[src/sv/cartridge_multi_game_bank_mapper_assert.svh]
// Assertion macros shared by the bank mapper RTL.
// Needs a clock named clk and an active-low reset named rst_n in scope.
`ifndef CARTRIDGE_MULTI_GAME_BANK_MAPPER_ASSERT_SVH
`define CARTRIDGE_MULTI_GAME_BANK_MAPPER_ASSERT_SVH

// Check a consequent in the same cycle as its antecedent.
`define CMGBM_ASSERT_SAME(label, ante, cons, msg) \
  label: assert property (@(posedge clk) disable iff (!rst_n) (ante) |-> (cons)) \
    else $error(msg);

// Check a consequent in the cycle after its antecedent.
`define CMGBM_ASSERT_NEXT(label, ante, cons, msg) \
  label: assert property (@(posedge clk) disable iff (!rst_n) (ante) |=> (cons)) \
    else $error(msg);

`endif

[src/sv/cmgbm_pkg.sv]
// Types and constants for the multi-game cartridge bank mapper.
// No dependencies; imported by cmgbm_decode and the top level.
`default_nettype none

package cmgbm_pkg;

  // Configuration port geometry: one 32-bit register at byte address 0
  localparam int unsigned APB_ADDR_W = 3;
  localparam int unsigned APB_DATA_W = 32;
  localparam logic CFG_IDX_CART_HAS_RAM = 1'b0;

  // Memory target of one access
  typedef enum logic [2:0] {
    TK_FLAT = 3'd0,
    TK_ROM  = 3'd1,
    TK_RAM  = 3'd2,
    TK_ZERO = 3'd3,
    TK_NONE = 3'd4
  } target_kind_t;

  // One CPU bus access
  typedef struct packed {
    logic        is_write;
    logic [15:0] addr;
    logic [7:0]  data;
  } access_t;

  // Mapper control state
  typedef struct packed {
    logic       mode_set;
    logic [4:0] rom_base_bank;
    logic [4:0] rom_switch_bank;
    logic       ram_enabled;
    logic [1:0] ram_bank_sel;
  } mapper_state_t;

  // One translated access
  typedef struct packed {
    target_kind_t kind;
    logic [5:0]   bank_index;
    logic [15:0]  mem_offset;
    logic         ram_write_strobe;
  } map_result_t;

endpackage

`default_nettype wire

[src/sv/cartridge_multi_game_bank_mapper.sv]
// Top level of the multi-game cartridge bank mapper: stage register, decode, result register.
// Depends on cmgbm_pkg, cmgbm_decode and cartridge_multi_game_bank_mapper_assert.svh.
//
//   channel   | handshake              | payload
//   ----------+------------------------+------------------------------------------------
//   in_       | in_valid / in_ready    | req_type, bus_address, write_byte
//   out_      | out_valid / out_ready  | target_kind, bank_index, mem_offset, ram_write_strobe
//   cfg (APB) | psel, penable, pready  | pwrite, paddr, pwdata, prdata
//
// Each beat crosses stage then result register; one beat per cycle while out_ready is high.
// The decode path (a 5-bit add and range compares) sits between the stage register and
// the result register; mapper state updates as a beat moves into the result register.
// rst_n is synchronous; it empties both registers and clears mapper state and cart_has_ram.
// A stalled result holds its beat; the stage register still takes one more input beat.
`default_nettype none
`include "cartridge_multi_game_bank_mapper_assert.svh"

module cartridge_multi_game_bank_mapper
  import cmgbm_pkg::*;
(
  input  logic                  clk,
  input  logic                  rst_n,
  // input channel
  input  logic                  in_valid,
  output logic                  in_ready,
  input  logic                  in_req_type,
  input  logic [15:0]           in_bus_address,
  input  logic [7:0]            in_write_byte,
  // result channel
  output logic                  out_valid,
  input  logic                  out_ready,
  output logic [2:0]            out_target_kind,
  output logic [5:0]            out_bank_index,
  output logic [15:0]           out_mem_offset,
  output logic                  out_ram_write_strobe,
  // configuration port
  input  logic                  psel,
  input  logic                  penable,
  input  logic                  pwrite,
  input  logic [APB_ADDR_W-1:0] paddr,
  input  logic [APB_DATA_W-1:0] pwdata,
  output logic [APB_DATA_W-1:0] prdata,
  output logic                  pready
);

  logic          s_valid_r;
  access_t       s_acc_r;
  logic          out_valid_r;
  map_result_t   out_res_r;
  mapper_state_t state_r;
  mapper_state_t state_nxt;
  logic          cart_has_ram_r;
  map_result_t   dec_res;
  logic          advance;
  logic          cfg_wr;

  // Handshake: move the staged beat when the result register is free or draining
  assign advance  = s_valid_r && (!out_valid_r || out_ready);
  assign in_ready = !s_valid_r || advance;

  cmgbm_decode u_decode (
    .acc          (s_acc_r),
    .st           (state_r),
    .cart_has_ram (cart_has_ram_r),
    .res          (dec_res),
    .st_nxt       (state_nxt)
  );

  // Configuration access
  assign pready = 1'b1;
  assign cfg_wr = psel && penable && pwrite && (paddr[2] == CFG_IDX_CART_HAS_RAM);
  assign prdata = (psel && paddr[2] == CFG_IDX_CART_HAS_RAM) ?
                  {{(APB_DATA_W-1){1'b0}}, cart_has_ram_r} : '0;

  // Control registers
  always_ff @(posedge clk) begin
    if (!rst_n) begin
      s_valid_r      <= 1'b0;
      out_valid_r    <= 1'b0;
      state_r        <= '0;
      cart_has_ram_r <= 1'b0;
    end else begin
      if (in_ready) begin
        s_valid_r <= in_valid;
      end
      if (advance) begin
        out_valid_r <= 1'b1;
        state_r     <= state_nxt;
      end else if (out_ready) begin
        out_valid_r <= 1'b0;
      end
      if (cfg_wr) begin
        cart_has_ram_r <= pwdata[0];
      end
    end
  end

  // Payload registers
  always_ff @(posedge clk) begin
    if (in_valid && in_ready) begin
      s_acc_r <= '{is_write: in_req_type, addr: in_bus_address, data: in_write_byte};
    end
    if (advance) begin
      out_res_r <= dec_res;
    end
  end

  assign out_valid            = out_valid_r;
  assign out_target_kind      = out_res_r.kind;
  assign out_bank_index       = out_res_r.bank_index;
  assign out_mem_offset       = out_res_r.mem_offset;
  assign out_ram_write_strobe = out_res_r.ram_write_strobe;

  // Checks
  `CMGBM_ASSERT_SAME(a_strobe_is_ram, out_valid_r && out_res_r.ram_write_strobe, out_res_r.kind == TK_RAM, "strobe on non-RAM result")
  `CMGBM_ASSERT_NEXT(a_mode_sticky, state_r.mode_set, state_r.mode_set, "mode flag cleared")
  `CMGBM_ASSERT_SAME(a_premode_clear, !state_r.mode_set, state_r.rom_switch_bank == 5'd0 && !state_r.ram_enabled && state_r.ram_bank_sel == 2'd0, "bank state moved before mode set")
  `CMGBM_ASSERT_NEXT(a_advance_fills, advance, out_valid_r, "advanced beat lost")
  `CMGBM_ASSERT_SAME(a_stall_means_full, !in_ready, s_valid_r && out_valid_r, "input stalled with room")

endmodule

`default_nettype wire

[src/sv/cmgbm_decode.sv]
// Address decode and control-register update for one bus access.
// Depends on cmgbm_pkg; purely combinational.
`default_nettype none

module cmgbm_decode
  import cmgbm_pkg::*;
(
  input  access_t       acc,
  input  mapper_state_t st,
  input  logic          cart_has_ram,
  output map_result_t   res,
  output mapper_state_t st_nxt
);

  logic in_rom_lo;    // 0000-3FFF
  logic in_rom_hi;    // 4000-7FFF
  logic in_ram;       // A000-BFFF
  logic in_ctl_en;    // 0000-1FFF
  logic in_ctl_bank;  // 2000-3FFF
  logic in_ctl_ram;   // 4000-5FFF
  logic [5:0] rom_sum;
  logic ram_store;

  // Classify the address
  assign in_rom_lo   = (acc.addr[15:14] == 2'b00);
  assign in_rom_hi   = (acc.addr[15:14] == 2'b01);
  assign in_ram      = (acc.addr[15:13] == 3'b101);
  assign in_ctl_en   = (acc.addr[15:13] == 3'b000);
  assign in_ctl_bank = (acc.addr[15:13] == 3'b001);
  assign in_ctl_ram  = (acc.addr[15:13] == 3'b010);

  assign rom_sum   = {1'b0, st.rom_base_bank} + {1'b0, st.rom_switch_bank};
  assign ram_store = acc.is_write && in_ram && cart_has_ram && st.ram_enabled;

  // Build the result beat
  always_comb begin
    res = '{kind: TK_FLAT, bank_index: '0, mem_offset: acc.addr, ram_write_strobe: 1'b0};
    if (acc.is_write) begin
      if (ram_store) begin
        res.kind             = TK_RAM;
        res.bank_index       = {4'd0, st.ram_bank_sel};
        res.mem_offset       = {3'd0, acc.addr[12:0]};
        res.ram_write_strobe = 1'b1;
      end else begin
        res.kind       = TK_NONE;
        res.mem_offset = '0;
      end
    end else if (in_rom_lo) begin
      if (st.mode_set) begin
        res.kind       = TK_ROM;
        res.bank_index = {1'b0, st.rom_base_bank};
      end
    end else if (in_rom_hi) begin
      if (st.mode_set) begin
        res.kind       = TK_ROM;
        res.bank_index = rom_sum;
        res.mem_offset = {2'd0, acc.addr[13:0]};
      end
    end else if (in_ram) begin
      res.mem_offset = {3'd0, acc.addr[12:0]};
      if (st.ram_enabled) begin
        res.kind       = TK_RAM;
        res.bank_index = {4'd0, st.ram_bank_sel};
      end else begin
        res.kind = TK_ZERO;
      end
    end
  end

  // Update control state on writes to the control ranges
  always_comb begin
    st_nxt = st;
    if (acc.is_write) begin
      if (in_ctl_en) begin
        if (!st.mode_set) begin
          st_nxt.mode_set = 1'b1;
        end else begin
          st_nxt.ram_enabled = cart_has_ram && (acc.data[3:0] == 4'hA);
        end
      end else if (in_ctl_bank) begin
        if (!st.mode_set) begin
          st_nxt.rom_base_bank = acc.data[4:0];
        end else begin
          st_nxt.rom_switch_bank = acc.data[4:0];
        end
      end else if (in_ctl_ram && st.mode_set) begin
        st_nxt.ram_bank_sel = acc.data[1:0];
      end
    end
  end

endmodule

`default_nettype wire
[config.mk]
export PLATFORM = sky130hd
export DESIGN_NAME = cartridge_multi_game_bank_mapper
export DESIGN_NICKNAME = d
export VERILOG_FILES = /design/src/sv/cmgbm_pkg.sv /design/src/sv/cartridge_multi_game_bank_mapper.sv /design/src/sv/cmgbm_decode.sv
export VERILOG_INCLUDE_DIRS = /design/src /design/src/sv
export SDC_FILE = /design/constraint.sdc
export NUM_CORES = 1
export LEC_CHECK = 0
export BUFFER_PORTS_ARGS = -buffer_cell sky130_fd_sc_hd__buf_2
export CORE_MARGIN = 2
export CORE_UTILIZATION = 48
export DETAILED_ROUTE_END_ITERATION = 6
export PLACE_DENSITY = 0.85
export SLEW_MARGIN = 5
export SYNTH_ARGS = -nofsm -noshare
export SYNTH_HDL_FRONTEND = slang
export SYNTH_HIERARCHICAL = 1
export SYNTH_SLANG_ARGS = --single-unit
[constraint.sdc]
create_clock -name clk -period 2.1 [get_ports clk]
set_input_delay 0 -clock clk [delete_from_list [all_inputs] [get_ports clk]]
set_output_delay 0 -clock clk [all_outputs]
set_load 0.01 [all_outputs]
# Word level (Yosys, flattened, before mapping)
# Index checks and enable logic that the tools add are counted.
totals:
  ff_bits: 65
  output_inout_bits: 61
classes:
  add_sub_neg: 1
  n_eq_ne: 5
  n_mux: 16
  n_bitwise: 4
  n_reduce_logical: 23
ops:
  columns: ["operator", "count"]
  rows:
  - ["2-to-1 mux 25 bit", 2]
  - ["2-to-1 mux 24 bit", 1]
  - ["2-to-1 mux 23 bit", 1]
  - ["2-to-1 mux 16 bit", 1]
  - ["AND reduction 5 bit", 3]
  - ["2-to-1 mux 13 bit", 1]
  - ["logical AND 1 bit", 11]
  - ["2-to-1 mux 9 bit", 1]
  - ["2-to-1 mux 7 bit", 1]
  - ["adder 5 x 5 -> 6 bit", 1]
  - ["2-to-1 mux 1 bit", 5]
  - ["equality test 4 bit (second input constant)", 1]
  - ["2-to-1 mux 2 bit", 2]
  - ["NOT 1 bit", 4]
  - ["AND reduction 4 bit", 1]
  - ["equality test 3 x 1 -> 1 bit (second input constant)", 1]
  - ["equality test 3 x 2 -> 1 bit (second input constant)", 1]
  - ["equality test 3 bit (second input constant)", 1]
  - ["zero test 3 bit", 1]
  - ["2-to-1 mux 3 bit", 1]
  - ["AND reduction 3 bit", 1]
  - ["equality test 2 x 1 -> 1 bit (second input constant)", 1]
  - ["zero test 1 bit", 2]
  - ["zero test 2 bit", 1]
  - ["2 further kinds", 3]

# Logic depth before layout (Yosys ltp)
logic_depth:
  depth_word: 6
  ltp_mapped: 6
  mapped_depth_nobuf: 5

# Modules after synthesis
# Netlist, hierarchy kept.
by_module_without_submodules:
  columns: ["module", "instances", "cells_per_inst", "area_each_um2"]
  rows:
  - ["cartridge_multi_game_bank_mapper", 1, 161, 2491.1]
  - ["cmgbm_decode", 1, 90, 669.4]

# Least setup slack after synthesis
# No wires, ideal clock.
synth_path:
  path_kind: "register -> register"
  startpoint: "register s_acc_r[22] in the netlist's numbering"
  endpoint: "register state_r[0] in the netlist's numbering"
  setup_ns: 0.122
  t_arrival_ns: 1.528
  required_time_ns: 1.978
  setup_slack_ns: 0.450
  path_stages_with_launch: 7
  path_buffers: 1
  synth_period_minus_slack_ns: 1.650
  cell_sequence: "edfxtp_1 > clkbuf_1 > inv_1 > nor3_1 > mux2_2 > nand2_1 > mux2i_1"
synth_between:
  elab_chain_len: 3
  word_cells_on_any_way: 7
  cone_classes: "eq/ne (2); bitwise (2); reduce/logical (3)"
synth_lines:
  columns: ["item", "line_no", "source"]
  rows:
  - ["start: declaration", "cartridge_multi_game_bank_mapper.sv:47", "access_t s_acc_r;"]
  - ["start signal: assignment", "cartridge_multi_game_bank_mapper.sv:101", "s_acc_r <= '{is_write: in_req_type, addr: in_bus_address, data: in_write_byte};"]
  - ["equality test 3 x 2 -> 1 bit, or another cell as far along", "cmgbm_decode.sv:30", "assign in_ctl_ram = (acc.addr[15:13] == 3'b010);"]
  - ["logical AND 1 bit or NOT 1 bit (tied branches)", null, null]
  - ["AND reduction 5 bit (no line) (*)", null, null]
  - ["end signal: assignment", "cartridge_multi_game_bank_mapper.sv:88", "state_r <= state_nxt;"]
  - ["end: declaration", "cartridge_multi_game_bank_mapper.sv:50", "mapper_state_t state_r;"]
# Mark *: on every way between the ends. The rest lies on a longest branch, timed or not.
# A chain may end at the register's enable or synchronous reset.

# Worst setup path after layout
layout_path:
  startpoint: "register s_acc_r[23] in the netlist's numbering"
  endpoint: "register state_r[3] in the netlist's numbering"
layout_between:
  elab_chain_len: 3
  word_cells_on_any_way: 4
  cone_classes: "eq/ne (1); bitwise (1); reduce/logical (2)"
layout_lines:
  columns: ["item", "line_no", "source"]
  rows:
  - ["zero test 3 bit", "cmgbm_decode.sv:28", "assign in_ctl_en = (acc.addr[15:13] == 3'b000);"]
  - ["NOT 1 bit (no line)", null, null]
  - ["AND reduction 5 bit (no line) (*)", null, null]
# Marked as above.

==> flow_summary_export.csv <==
group,metric,value,unit
setup_path,crit_arrival,2.07,ns
die,die-area,7050,sq um
grt,grt_pass1_wl,9.68,mm
synthesis,synthesis.area,3070,sq um
setup_path,cp-startpoint,"s_acc_r[23]",
route,ant_nets,0,
route,drtPass1Iterations,4,
power_and_ir_drop,p_per_area,745,nW/um^2
clock_network,cts_htree_levels,3,
cells_and_area,diodes,0,
cells_and_area,stdcell_area,3810,sq um
route,via_count,2092,
setup_path,crit_path_start_kind,"flop",
setup_path,cp.required,2.31,ns
die,core-area,6280,sq um
setup_path,cp_max_fo,7,
sta,setup_viol,0,
clock_network,clock_sinks,65,
place,finalWeightedCongestion,0.809,
hold_path,hold_path_depth,3,
cells_and_area,regArea,1780,sq um
sta,worst_pin_slew,0.517,ns
clock_network,cts_made_buffers,9,
cells_and_area,multiInputGateArea,1080,sq um
route,wl_per_cell,13.8,microns
cells_and_area,layoutNonFillerInstCount,421,
sta,relSlewSlack,0.655,
place,place_area,3340,sq um
synthesis,ys_warn_count,6,
grt,grt_use_met3,0.0307,
place,place_hpwl,3.83,mm
sta,finalCritPeriodShare,0.884,
setup_path,r2r_end,"state_r[3]",
grt,grt_pass1_vias,2021,
sta,finClkSkew,0.00884,ns
clock_network,clockBufferDepth,2,
route,drc,0,
grt,grt_usage,0.176,
power_and_ir_drop,p_leak,1.57,nW
route,drtIter0Drc,115,
sta,post-route-min-period,1.86,ns
grt,antenna_found_initial,0,
place,port_buffers,59,
grt,top_usage_layer,"met2",
grt,grt-ovfl-total,0,
cells_and_area,n_fill_cell,489,
cells_and_area,nets,412,
clock_network,clk_pin_slew,0.07,ns
grt,use_met2,0.294,
grt,grt_start_max_net_pins,41,
status,status,"finished clean",
sta,rsz0062_at_grt,"no",
route,routed_via_density,4.97,
synthesis,syn_inst,248,
die,start_util,0.489,
setup_path,worst-r2r-cell-count,5,
grt,grtUsageMet1,0.221,
clock_network,cts_resized,0,
die,chipHeight,84.0,microns
sta,max_freq,539,MHz
clock_network,clock_latency,0.33,ns
sta,finalSetupTns,0,ns
setup_path,cp_top_family,"simple AND/OR/NAND/NOR gates",
die,die_w,84.0,microns
sta,whs,0.0193,ns
hold_path,min_to,"out_valid",
cells_and_area,drive_gt1_frac,0.282,
hold_path,hp-start,"out_ready",
power_and_ir_drop,vdd_drop_max,0.564,mV
clock_network,clockRootBuffer,"clkbuf_8",
setup_path,critPathKind,"flop to flop",
setup_path,rrSetupSlack,0.24,ns
die,num_rows,29,
setup_path,r2r_start,"s_acc_r[23]",
clock_network,cts_hold_buf,25,
hold_path,hold_class,"input pin to flop",
setup_path,crit_path_max_incr_delay,0.51,ns
setup_path,worstSetupEndpointType,"flop",
setup_path,crit_chain,"nand3b_1, nor2_1, mux2_2, nand2_1, mux2i_1",
clock_network,postCtsSetupRepairBufs,0,
die,ioPinCount,128,
cells_and_area,area_delta_synth_final,24.2,%
place,placedCellCount,380,
route,wl,5.80,mm
clock_network,tritoncts,"yes",
job,drv_cap,0,
sta,drv_slew,0,
setup_path,critPathBufInv,0,
synthesis,syn_area_per_cell,12.4,sq um
setup_path,cp_slowest_cell,"edfxtp_1",
sta,hold_violations,0,
==> worst max path at each step <==
stage	endpoint	slack (ns)	depth (start not counted)
floorplan	state_r[0]	0.45	6
global placement	state_r[5]	0.32	5
detailed placement	state_r[5]	0.29	5
CTS	state_r[3]	0.25	5
global route	state_r[4]	0.17	5
finish	state_r[3]	0.24	5
==> worst reg2reg max path: stages (launching register included) <==
cell and delay (ns):
edfxtp_1 0.51, nand3b_1 0.26, nor2_1 0.43, mux2_2 0.40
nand2_1 0.07, mux2i_1 0.07
==> routing by layer <==
layer | wire length, microns | vias up | share of wire
met4 | 80 | 0 | 0.014
li1 | - | 999 | -
met1 | 2450 | 995 | 0.42
met5 | 0 | - | 0
met2 | 2960 | 92 | 0.51
met3 | 309 | 6 | 0.053
==> layout by cell type (no fill, tap or decap), types with 7 or more instances in the layout <==
cell,n
buf_2,59
edfxtp_1,48
nand2_1,33
conb_1,32
dlygate4sd3_1,25
dfxtp_1,17
mux2i_1,16
and2_1,14
mux2_2,13
clkbuf_8,9
inv_1,7
==> where the power goes <==
part | leakage, nW | internal (mW) | switching [mW]
sequential | 0.603 | 1.43 | 0.0230
combinational | 0.864 | 0.104 | 0.124
clock | 0.103 | 0.672 | 0.482
==> area by class of cell <==
| cell class | count | area share |
|---|---|---|
| Clock buffer | 10 | 0.0335 |
| Sequential cell | 65 | 0.467 |
| Timing Repair Buffer | 90 | 0.158 |
| Tap cell | 77 | 0.0253 |
| Clock inverter | 6 | 0.0243 |
| Inverter | 7 | 0.00689 |
| Multi-Input combinational cell | 166 | 0.285 |
==> flip-flops by register name, summed over array words and instances, names as in the netlist <==
| name | cells |
|---|---|
| out_ram_write_strobe | 1 |
| out_bank_index | 6 |
| s_valid_r | 1 |
| out_mem_offset | 16 |
| out_valid | 1 |
| s_acc_r | 22 |
| state_r | 14 |
| cart_has_ram_r | 1 |
| out_target_kind | 3 |
==> through the flow <==
| step | util | power (mW) | setup WS (ns) |
|---|---|---|---|
| 2_1_floorplan | - | 1.64 | 0.450 |
| 3_3_place_gp | 0.532 | 1.67 | 0.323 |
| 3_5_place_dp | 0.532 | 1.68 | 0.287 |
| 4_1_cts | 0.607 | 2.86 | 0.252 |
| 5_1_grt | 0.607 | 2.95 | 0.167 |
| 6_report | 0.607 | 2.84 | 0.244 |
(Power assumes the default switching activity.)
